$ cat src/rtl/text_console_cursor_scroll_assert.svh
// Assertion macros used by the console sequencer
`ifndef TEXT_CONSOLE_CURSOR_SCROLL_ASSERT_SVH
`define TEXT_CONSOLE_CURSOR_SCROLL_ASSERT_SVH
// implication checked on every clock edge outside reset
`define TCC_ASSERT_IMP(lbl, clk, rst, a, b) \
lbl: assert property (@(posedge clk) disable iff (rst) (a) |-> (b)) else $error("lbl");
// next-cycle implication
`define TCC_ASSERT_NXT(lbl, clk, rst, a, b) \
lbl: assert property (@(posedge clk) disable iff (rst) (a) |=> (b)) else $error("lbl");
`endif

$ cat src/rtl/tcc_pkg.sv
// ----------------------------------------------------------------------------
// tcc_pkg
// Shared types and constants of the text console.
// ----------------------------------------------------------------------------
`default_nettype none
package tcc_pkg;
   localparam int GridRows = 20;
   localparam int GridCols = 30;
   localparam int RowW = 5;
   localparam int ColW = 5;
   localparam int Cells = GridRows * GridCols;
   localparam int AddrW = $clog2(Cells);
   localparam int CellW = 40;
   localparam logic [7:0] ChNewline = 8'd10;
   localparam logic [7:0] ChReturn = 8'd13;
   localparam logic [7:0] ChSpace = 8'd32;

   localparam logic [1:0] OpPut = 2'd0;
   localparam logic [1:0] OpRead = 2'd1;
   localparam logic [1:0] OpHome = 2'd2;

   localparam logic [1:0] RegFg = 2'd0;
   localparam logic [1:0] RegBg = 2'd1;
   localparam logic [1:0] RegMode = 2'd2;

   typedef enum logic [2:0] {
      ST_INIT, ST_IDLE, ST_RDWAIT, ST_CLEAR, ST_DONE
   } state_type;

   typedef struct packed {
      logic [1:0] opcode;
      logic [7:0] char_code;
      logic [4:0] read_row;
      logic [4:0] read_col;
   } req_type;

   typedef struct packed {
      logic [4:0]  cursor_row;
      logic [4:0]  cursor_col;
      logic [7:0]  cell_char;
      logic [15:0] cell_fg;
      logic [15:0] cell_bg;
      logic        scrolled;
      logic        wrapped_top;
   } rsp_type;

   // memory write/read request from sequencer
   typedef struct packed {
      logic             we;
      logic [AddrW-1:0] waddr;
      logic [CellW-1:0] wdata;
      logic [AddrW-1:0] raddr;
   } mem_ctl_type;

   function automatic logic [AddrW-1:0] cell_addr(logic [RowW-1:0] r, logic [ColW-1:0] c);
      return AddrW'(r * GridCols + c);
   endfunction
endpackage
`default_nettype wire

$ cat src/rtl/tcc_if.sv
// ----------------------------------------------------------------------------
// tcc_req_if / tcc_rsp_if
// Valid/ready channels of the text console.
// ----------------------------------------------------------------------------
`default_nettype none
interface tcc_req_if;
   logic valid;
   logic ready;
   tcc_pkg::req_type payload;
   modport source (output valid, output payload, input ready);
   modport sink (input valid, input payload, output ready);
endinterface

interface tcc_rsp_if;
   logic valid;
   logic ready;
   tcc_pkg::rsp_type payload;
   modport source (output valid, output payload, input ready);
   modport sink (input valid, input payload, output ready);
endinterface
`default_nettype wire

$ cat src/rtl/tcc_seq.sv
// ----------------------------------------------------------------------------
// tcc_seq
// Sequencer: cursor, ring offset, row clearing, start-up RAM clear and cell reads.
// ----------------------------------------------------------------------------
`default_nettype none
`include "text_console_cursor_scroll_assert.svh"
module tcc_seq (
   input  wire logic                  clock,
   input  wire logic                  reset,
   input  wire logic [15:0]           fg_color,
   input  wire logic [15:0]           bg_color,
   input  wire logic                  end_mode,
   tcc_req_if.sink                    req,
   tcc_rsp_if.source                  rsp,
   output tcc_pkg::mem_ctl_type       mem_ctl,
   input  wire logic [tcc_pkg::CellW-1:0] mem_rdata
);
   import tcc_pkg::*;

   state_type state_ff, state_in;
   logic [RowW-1:0] row_ff, row_in, top_ff, top_in;
   logic [ColW-1:0] col_ff, col_in;
   logic [RowW-1:0] clr_row_ff, clr_row_in;   // physical row being cleared
   logic [ColW-1:0] clr_col_ff, clr_col_in;
   logic [AddrW-1:0] init_ff, init_in;
   logic scr_ff, scr_in, wrap_ff, wrap_in, rd_ok_ff, rd_ok_in;
   rsp_type out_ff, out_in;

   logic [RowW:0] ph_cur_sum, ph_rd_sum, ph_nx_sum;
   logic [RowW-1:0] ph_cur, ph_rd, ph_next, top_inc;
   logic [CellW-1:0] blank;
   logic last_col, last_row;

   // ring arithmetic: (top + r) mod rows, operands below rows
   assign ph_cur_sum = {1'b0, top_ff} + {1'b0, row_ff};
   assign ph_cur = (ph_cur_sum >= (RowW+1)'(GridRows)) ?
                   RowW'(ph_cur_sum - (RowW+1)'(GridRows)) : RowW'(ph_cur_sum);
   assign ph_rd_sum = {1'b0, top_ff} + {1'b0, req.payload.read_row};
   assign ph_rd = (ph_rd_sum >= (RowW+1)'(GridRows)) ?
                  RowW'(ph_rd_sum - (RowW+1)'(GridRows)) : RowW'(ph_rd_sum);
   assign ph_nx_sum = {1'b0, ph_cur} + (RowW+1)'(1);
   assign ph_next = (ph_nx_sum >= (RowW+1)'(GridRows)) ? '0 : RowW'(ph_nx_sum);
   assign top_inc = (top_ff == RowW'(GridRows - 1)) ? '0 : top_ff + RowW'(1);
   assign last_col = (col_ff >= ColW'(GridCols - 1));
   assign last_row = (row_ff >= RowW'(GridRows - 1));
   assign blank = {ChSpace, fg_color, bg_color};

   // next state
   always_comb begin
      state_in = state_ff;
      unique case (state_ff)
         ST_INIT: if (init_ff == AddrW'(Cells - 1)) state_in = ST_IDLE;
         ST_IDLE: begin
            if (req.valid) begin
               unique case (req.payload.opcode)
                  OpPut: begin
                     if (req.payload.char_code == ChNewline)
                        state_in = (last_row) ? ST_CLEAR : ST_DONE;
                     else if (req.payload.char_code == ChReturn) state_in = ST_DONE;
                     else state_in = last_col ? ST_CLEAR : ST_DONE;
                  end
                  OpRead: state_in = ST_RDWAIT;
                  default: state_in = ST_DONE;
               endcase
            end
         end
         ST_RDWAIT: state_in = ST_DONE;
         ST_CLEAR: if (clr_col_ff == ColW'(GridCols - 1)) state_in = ST_DONE;
         ST_DONE: if (rsp.ready) state_in = ST_IDLE;
         default: state_in = ST_IDLE;
      endcase
   end

   // datapath and outputs
   always_comb begin
      row_in = row_ff;
      col_in = col_ff;
      top_in = top_ff;
      clr_row_in = clr_row_ff;
      clr_col_in = clr_col_ff;
      init_in = init_ff;
      scr_in = scr_ff;
      wrap_in = wrap_ff;
      rd_ok_in = rd_ok_ff;
      out_in = out_ff;
      mem_ctl.we = 1'b0;
      mem_ctl.waddr = cell_addr(ph_cur, col_ff);
      mem_ctl.wdata = {req.payload.char_code, fg_color, bg_color};
      mem_ctl.raddr = cell_addr(ph_rd, req.payload.read_col);
      req.ready = (state_ff == ST_IDLE);
      rsp.valid = (state_ff == ST_DONE);
      rsp.payload = out_ff;
      unique case (state_ff)
         ST_INIT: begin
            mem_ctl.we = 1'b1;
            mem_ctl.waddr = init_ff;
            mem_ctl.wdata = '0;
            init_in = init_ff + AddrW'(1);
         end
         ST_IDLE: begin
            scr_in = 1'b0;
            wrap_in = 1'b0;
            clr_col_in = '0;
            rd_ok_in = (req.payload.read_row < RowW'(GridRows)) &&
                       (req.payload.read_col < ColW'(GridCols));
            if (req.valid) begin
               unique case (req.payload.opcode)
                  OpPut: begin
                     if (req.payload.char_code == ChReturn) begin
                        col_in = '0;
                     end else begin
                        if (req.payload.char_code != ChNewline) mem_ctl.we = 1'b1;
                        if (req.payload.char_code == ChNewline || last_col) begin
                           col_in = '0;
                           if (!last_row) begin
                              row_in = row_ff + RowW'(1);
                              clr_row_in = ph_next;
                           end else if (!end_mode) begin
                              top_in = top_inc;
                              clr_row_in = top_ff;    // old top becomes new bottom
                              scr_in = 1'b1;
                           end else begin
                              row_in = '0;
                              clr_row_in = top_ff;
                              wrap_in = 1'b1;
                           end
                        end else begin
                           col_in = col_ff + ColW'(1);
                        end
                     end
                  end
                  OpHome: begin
                     row_in = '0;
                     col_in = '0;
                  end
                  default: ;
               endcase
               out_in = '0;
            end
         end
         ST_CLEAR: begin
            mem_ctl.we = 1'b1;
            mem_ctl.waddr = cell_addr(clr_row_ff, clr_col_ff);
            mem_ctl.wdata = blank;
            clr_col_in = clr_col_ff + ColW'(1);
         end
         default: ;
      endcase
      // result assembled while not yet shown
      if (state_ff != ST_DONE && state_ff != ST_INIT) begin
         out_in.cursor_row = row_in;
         out_in.cursor_col = col_in;
         out_in.scrolled = scr_in;
         out_in.wrapped_top = wrap_in;
         if (state_ff == ST_RDWAIT && rd_ok_ff) begin
            {out_in.cell_char, out_in.cell_fg, out_in.cell_bg} = mem_rdata;
         end
      end
   end

   always_ff @(posedge clock) begin
      if (reset) begin
         state_ff <= ST_INIT;
         row_ff <= '0;
         col_ff <= '0;
         top_ff <= '0;
         init_ff <= '0;
      end else begin
         state_ff <= state_in;
         row_ff <= row_in;
         col_ff <= col_in;
         top_ff <= top_in;
         init_ff <= init_in;
      end
      clr_row_ff <= clr_row_in;
      clr_col_ff <= clr_col_in;
      scr_ff <= scr_in;
      wrap_ff <= wrap_in;
      rd_ok_ff <= rd_ok_in;
      out_ff <= out_in;
   end

   `TCC_ASSERT_IMP(a_row_range, clock, reset, 1'b1, row_ff < RowW'(GridRows))
   `TCC_ASSERT_IMP(a_top_range, clock, reset, 1'b1, top_ff < RowW'(GridRows))
   `TCC_ASSERT_IMP(a_flags_excl, clock, reset, rsp.valid,
                   !(rsp.payload.scrolled && rsp.payload.wrapped_top))
   `TCC_ASSERT_NXT(a_rd_then_done, clock, reset, state_ff == ST_RDWAIT, state_ff == ST_DONE)
endmodule
`default_nettype wire

$ cat src/flat_wrapper.sv
// flat-port wrapper written by rule: the top's interface ports become plain ports
module tcc_seq_flat import tcc_pkg::*;
  (clock, reset, fg_color, bg_color, end_mode, mem_ctl, mem_rdata, req_valid, req_payload, req_ready, rsp_valid, rsp_payload, rsp_ready);
  tcc_req_if req_i ();
  tcc_rsp_if rsp_i ();
  input  wire logic clock;
  input  wire logic reset;
  input  wire logic [15:0] fg_color;
  input  wire logic [15:0] bg_color;
  input  wire logic end_mode;
  output tcc_pkg::mem_ctl_type mem_ctl;
  input  wire logic [tcc_pkg::CellW-1:0] mem_rdata;
  input wire logic [$bits(req_i.valid)-1:0] req_valid;
  input wire logic [$bits(req_i.payload)-1:0] req_payload;
  output wire logic [$bits(req_i.ready)-1:0] req_ready;
  output wire logic [$bits(rsp_i.valid)-1:0] rsp_valid;
  output wire logic [$bits(rsp_i.payload)-1:0] rsp_payload;
  input wire logic [$bits(rsp_i.ready)-1:0] rsp_ready;
  assign req_i.valid = req_valid;
  assign req_i.payload = req_payload;
  assign req_ready = req_i.ready;
  assign rsp_valid = rsp_i.valid;
  assign rsp_payload = rsp_i.payload;
  assign rsp_i.ready = rsp_ready;
  tcc_seq u_core (.clock(clock), .reset(reset), .fg_color(fg_color), .bg_color(bg_color), .end_mode(end_mode), .req(req_i), .rsp(rsp_i), .mem_ctl(mem_ctl), .mem_rdata(mem_rdata));
endmodule
$ cat config.mk
export PLATFORM = sky130hd
export DESIGN_NAME = tcc_seq_flat
export DESIGN_NICKNAME = d
export VERILOG_FILES = /design/src/rtl/tcc_pkg.sv /design/src/rtl/tcc_if.sv /design/src/rtl/tcc_seq.sv /design/src/flat_wrapper.sv
export VERILOG_INCLUDE_DIRS = /design/src /design/src/rtl
export SDC_FILE = /design/constraint.sdc
export NUM_CORES = 1
export LEC_CHECK = 0
export ABC_CLOCK_PERIOD_IN_PS = 11780
export BUFFER_PORTS_ARGS = -buffer_cell sky130_fd_sc_hd__buf_4
export CORE_ASPECT_RATIO = 0.9
export CORE_MARGIN = 2
export CORE_UTILIZATION = 45
export DETAILED_ROUTE_END_ITERATION = 10
export GPL_TIMING_DRIVEN = 0
export PLACE_DENSITY = 0.7
export SLEW_MARGIN = 20
export SYNTH_ARGS = -nofsm -noshare
export SYNTH_HDL_FRONTEND = slang
export SYNTH_SLANG_ARGS = --single-unit
$ cat constraint.sdc
create_clock -name clock -period 11.78 [get_ports clock]
set_input_delay 1.767 -clock clock [delete_from_list [all_inputs] [get_ports clock]]
set_output_delay 1.767 -clock clock [all_outputs]
set_load 0.01 [all_outputs]
==> tab_implementation.tex <==
\begin{tabular}{lr}
\hline
Metric & Value \\
\hline
\multicolumn{2}{l}{\textbf{Synth}} \\
Gate count of the mapped netlist & 833 \\
EDFF count, synth & 23 \\
Post-synth design cell area & 7010 µm² \\
Count of synthesis-stage warnings from yosys & 0 \\
Post-synth top area share & 0.200 \\
Commonest register cell after synthesis & sky130\_fd\_sc\_hd\_\_dfxtp\_1 \\
Post-Syn Nets & 1023 \\
Sequential element share of the synthesized area & 0.299 \\
Leading cell types by total area after synthesis & sky130\_fd\_sc\_hd\_\_dfxtp\_1, sky130\_fd\_sc\_hd\_\_ha\_1, sky130\_fd\_sc\_hd\_\_edfxtp\_1 \\
FF+latch count, synth & 93 \\
Synth async-reset ratio & 0 \\
Number of distinct library cells after synthesis & 71 \\
Mean post-synth cell area & 8.41 µm² \\
Cell taking the most area after synthesis & sky130\_fd\_sc\_hd\_\_dfxtp\_1 \\
\multicolumn{2}{l}{\textbf{Finish}} \\
Area growth from synthesis to layout & 30.1\% \\
Number of fill cells in the layout & 1390 \\
Final \#Nets & 1243 \\
Cell area after layout & 9120 µm² \\
Proportion of layout cells with a drive suffix above 1 & 0.237 \\
Most common library cell in the layout ignoring fill and taps & sky130\_fd\_sc\_hd\_\_buf\_4 \\
Most used cells in the layout excluding fill and tap cells & sky130\_fd\_sc\_hd\_\_buf\_4, sky130\_fd\_sc\_hd\_\_nand2\_1, sky130\_fd\_sc\_hd\_\_ha\_1, sky130\_fd\_sc\_hd\_\_dfxtp\_1, sky130\_fd\_sc\_hd\_\_inv\_1 \\
Share of the core filled with cells & 0.595 \\
Inserted Diodes & 0 \\
\multicolumn{2}{l}{\textbf{STA}} \\
Transition at the pin with the smallest max-transition slack & 0.659 ns \\
Hold Violations, Final & 0 \\
Final critical-path setup slack & 3.30 ns \\
Final worst path period share & 0.720 \\
Max-slew violations & 0 \\
Setup repair after global routing missed its margin & no \\
Setup Total Neg Slack & 0 ns \\
Achievable Freq & 0.118 GHz \\
Final setup vio count & 0 \\
Worst relative slew slack & 0.557 \\
Fin Clk Skew & 0.0125 ns \\
Minimum period implied by the final worst setup slack & 8.48 ns \\
\multicolumn{2}{l}{\textbf{Floorplanning}} \\
Chip width & 136 µm \\
Starting Density & 0.457 \\
Total I/O pin count & 212 \\
Die area & 16600 µm² \\
Die height & 122 µm \\
Placeable core region & 15300 µm² \\
Row count & 43 \\
\multicolumn{2}{l}{\textbf{Place}} \\
Area of placed instances & 8830 µm² \\
HPWL after detailed placement & 14.5 mm \\
Port Buffers & 209 \\
Final estimated routing congestion in global placement & 0.847 \\
Setup slack at placement & 3.28 ns \\
\multicolumn{2}{l}{\textbf{Clock network}} \\
Num CTS Buffers & 9 \\
Post-CTS setup buffer count & 0 \\
Insertion delay of the later-clocked pin in the worst-skew pair & 0.34 ns \\
Clock edge transition at the registers on the reported setup and hold paths & 0.07 ns \\
Resize count post-CTS & 0 \\
Clock root buffer & sky130\_fd\_sc\_hd\_\_clkbuf\_16 \\
Cts hold-fix bufs & 0 \\
Clock sink count & 93 \\
Max clock buf depth & 2 \\
CTS tree & built \\
Number of levels the H-tree was split into & 3 \\
\multicolumn{2}{l}{\textbf{Routing}} \\
Wire length per cell after detailed routing & 14.0 µm \\
Ratio of routed vias to standard cells & 5.02 \\
Antenna Nets Post-Route & 0 \\
Routed via count & 6324 \\
Count of TritonRoute iterations in the first routing pass & 7 \\
DRC violation count after routing & 0 \\
Overall routed net length & 17.7 mm \\
Drt first-iter violations & 291 \\
\multicolumn{2}{l}{\textbf{Critical path}} \\
Critical-path cell list & buf\_4, ha\_1, a21o\_1, a21oi\_1, xnor2\_1, inv\_1, ha\_1, nand2\_1, nand2\_1, a221oi\_1, xnor2\_1, inv\_1, fa\_1, fa\_1, inv\_1, fa\_1, inv\_1, ha\_1, a21oi\_1, nand3b\_1, nor3\_1, xnor2\_1, buf\_4 \\
Cell with the biggest individual delay on the critical path & sky130\_fd\_sc\_hd\_\_fa\_1 \\
Critical path buffer and inverter count & 6 \\
Depth of the worst register-to-register path & 14 \\
Critical path fanouts, max & 4 \\
FF-to-FF Start & u\_core.top\_ff[1] \\
Worst stage delay on the critical path & 0.52 ns \\
Required time of the critical path & 10.01 ns \\
Setup crit start kind & input port \\
Critical Path Sink Type & primary output \\
Slack of the worst reg-to-reg path & 7.83 ns \\
Dominant cell type by count on the critical path & sky130\_fd\_sc\_hd\_\_inv\_1 \\
Arrival time of data at the critical path endpoint & 6.72 ns \\
Critical Setup Path Class & input port to primary output \\
Worst flop-to-flop path endpoint & u\_core.clr\_row\_ff[2] \\
Family of cells with the greatest summed delay on the critical path & adder cells \\
\multicolumn{2}{l}{\textbf{Job}} \\
Max-Cap Viols & 0 \\
\multicolumn{2}{l}{\textbf{Global route}} \\
Global-route usage over all layers & 0.206 \\
Total congestion overflow after global routing & 0 \\
Pin count of the biggest net entering global routing & 19 \\
Via count of the first global-routing pass & 5737 \\
Antenna violations before repair & 0 \\
Wire length of the first global-routing pass & 27.9 mm \\
\multicolumn{2}{l}{\textbf{Pwr}} \\
P\_int & 0.597 mW \\
Worst vdd ir & 61.8 µV \\
Net Switching & 0.238 mW \\
Share of total power consumed by net switching & 0.285 \\
Portion of total power attributed to sequential cells & 0.406 \\
Combinational share of power & 0.257 \\
Standby leakage power & 4.43 nW \\
Total power per unit cell area & 91.6 nW/µm² \\
Power Total & 0.835 mW \\
Proportion of power drawn by the clock network & 0.336 \\
\multicolumn{2}{l}{\textbf{Hold path}} \\
Hold Startpoint & u\_core.rsp.payload[19] \\
Capture endpoint of the worst hold path & u\_core.rsp.payload[19] \\
Path category of the worst min-delay check & flip-flop to flip-flop \\
Count of cells along the worst hold path & 2 \\
\multicolumn{2}{l}{\textbf{Outcome}} \\
Outcome & complete, no violations \\
\hline
\end{tabular}
cells by family (layout without fill, tap and decap cells):
group / count (synthesis) / in the layout / share of synthesized area
buf+inv: 99 / 324 / 0.0568
mux: 5 / 5 / 0.00750
flops: 93 / 93 / 0.299
compound gates: 138 / 138 / 0.132
fa+ha+maj: 93 / 93 / 0.190
xor+xnor: 56 / 56 / 0.0711
simple gates: 349 / 349 / 0.244
sequential cells by signal, indices dropped and copies added, names as in the netlist:
name,cells
u_core.top_ff,5
u_core.init_ff,10
u_core.rd_ok_ff,1
u_core.scr_ff,1
u_core.state_ff,3
u_core.wrap_ff,1
u_core.clr_col_ff,5
u_core.col_ff,5
u_core.row_ff,5
u_core.clr_row_ff,5
u_core.rsp.payload,52
layer usage:
| layer | global-route usage | vias to the layer above | part of all wire |
|---|---|---|---|
| li1 | - | 3257 | - |
| met1 | 0.276 | 2885 | 0.45 |
| met2 | 0.354 | 160 | 0.48 |
| met3 | 0.0285 | 22 | 0.050 |
| met4 | 0.0514 | 0 | 0.019 |
| met5 | 0 | - | 0 |
how the worst max path moves through the flow:
stage,from,end,slack (ns),depth (start not counted)
floorplan,req_payload[6],mem_ctl[9],3.84,21
global placement,req_payload[6],mem_ctl[9],3.33,23
detailed placement,req_payload[6],mem_ctl[9],3.28,23
CTS,req_payload[6],mem_ctl[9],3.28,23
global route,req_payload[6],mem_ctl[9],2.91,23
finish,req_payload[6],mem_ctl[9],3.30,23
power groups by stage:
stage	sequential (mW)	clock, mW	combinational, mW
finish	0.339	0.281	0.215
global route	0.340	0.299	0.241
CTS	0.339	0.287	0.218
detailed placement	0.347	0	0.217
global placement	0.346	0	0.215
floorplan	0.349	0	0.120
final cells by class:
cell class / instances / area (µm²) / share of cell area
Clock buffer: 9 / 225 / 0.0247
Inverter: 66 / 248 / 0.0272
Tap cell: 202 / 253 / 0.0277
Multi-Input combinational cell: 641 / 4520 / 0.496
Clock inverter: 7 / 62.6 / 0.00686
Sequential cell: 93 / 2090 / 0.229
Timing Repair Buffer: 209 / 1570 / 0.172
Buffer: 33 / 150 / 0.0165
metrics by stage:
stage | instances | hold slack (ns)
floorplan | 833 | 0.418
global placement | 1244 | 0.427
detailed placement | 1244 | 0.435
CTS | 1260 | 0.456
global route | 1260 | 0.471
finish | 1260 | 0.453
cells in the mapped netlist, drive strengths merged, types with 7 or more instances:
cell type and instances:
a21o 16, a21oi 35, a22oi 7, and2 11, clkbuf 27, dfxtp 70, edfxtp 23, fa 22
ha 71, inv 66, nand2 120, nand3 57, nor2 63, nor2b 46, nor3 10, o21ai 31
o21bai 7, xnor2 29, xor2 27
worst reg2reg max path: stages (launching register included):
cell,delay (ns)
sky130_fd_sc_hd__dfxtp_1,0.54
sky130_fd_sc_hd__ha_1,0.31
sky130_fd_sc_hd__a211oi_1,0.36
sky130_fd_sc_hd__nor3b_1,0.15
sky130_fd_sc_hd__or2_2,0.32
sky130_fd_sc_hd__ha_1,0.25
sky130_fd_sc_hd__a21boi_0,0.15
sky130_fd_sc_hd__o21a_1,0.18
sky130_fd_sc_hd__o21ai_1,0.28
sky130_fd_sc_hd__buf_4,0.26
sky130_fd_sc_hd__ha_1,0.19
sky130_fd_sc_hd__a21o_1,0.13
sky130_fd_sc_hd__a31o_2,0.10
sky130_fd_sc_hd__o221ai_1,0.17
sky130_fd_sc_hd__a32o_1,0.31
Note: power is estimated with default switching activity, not from simulation.
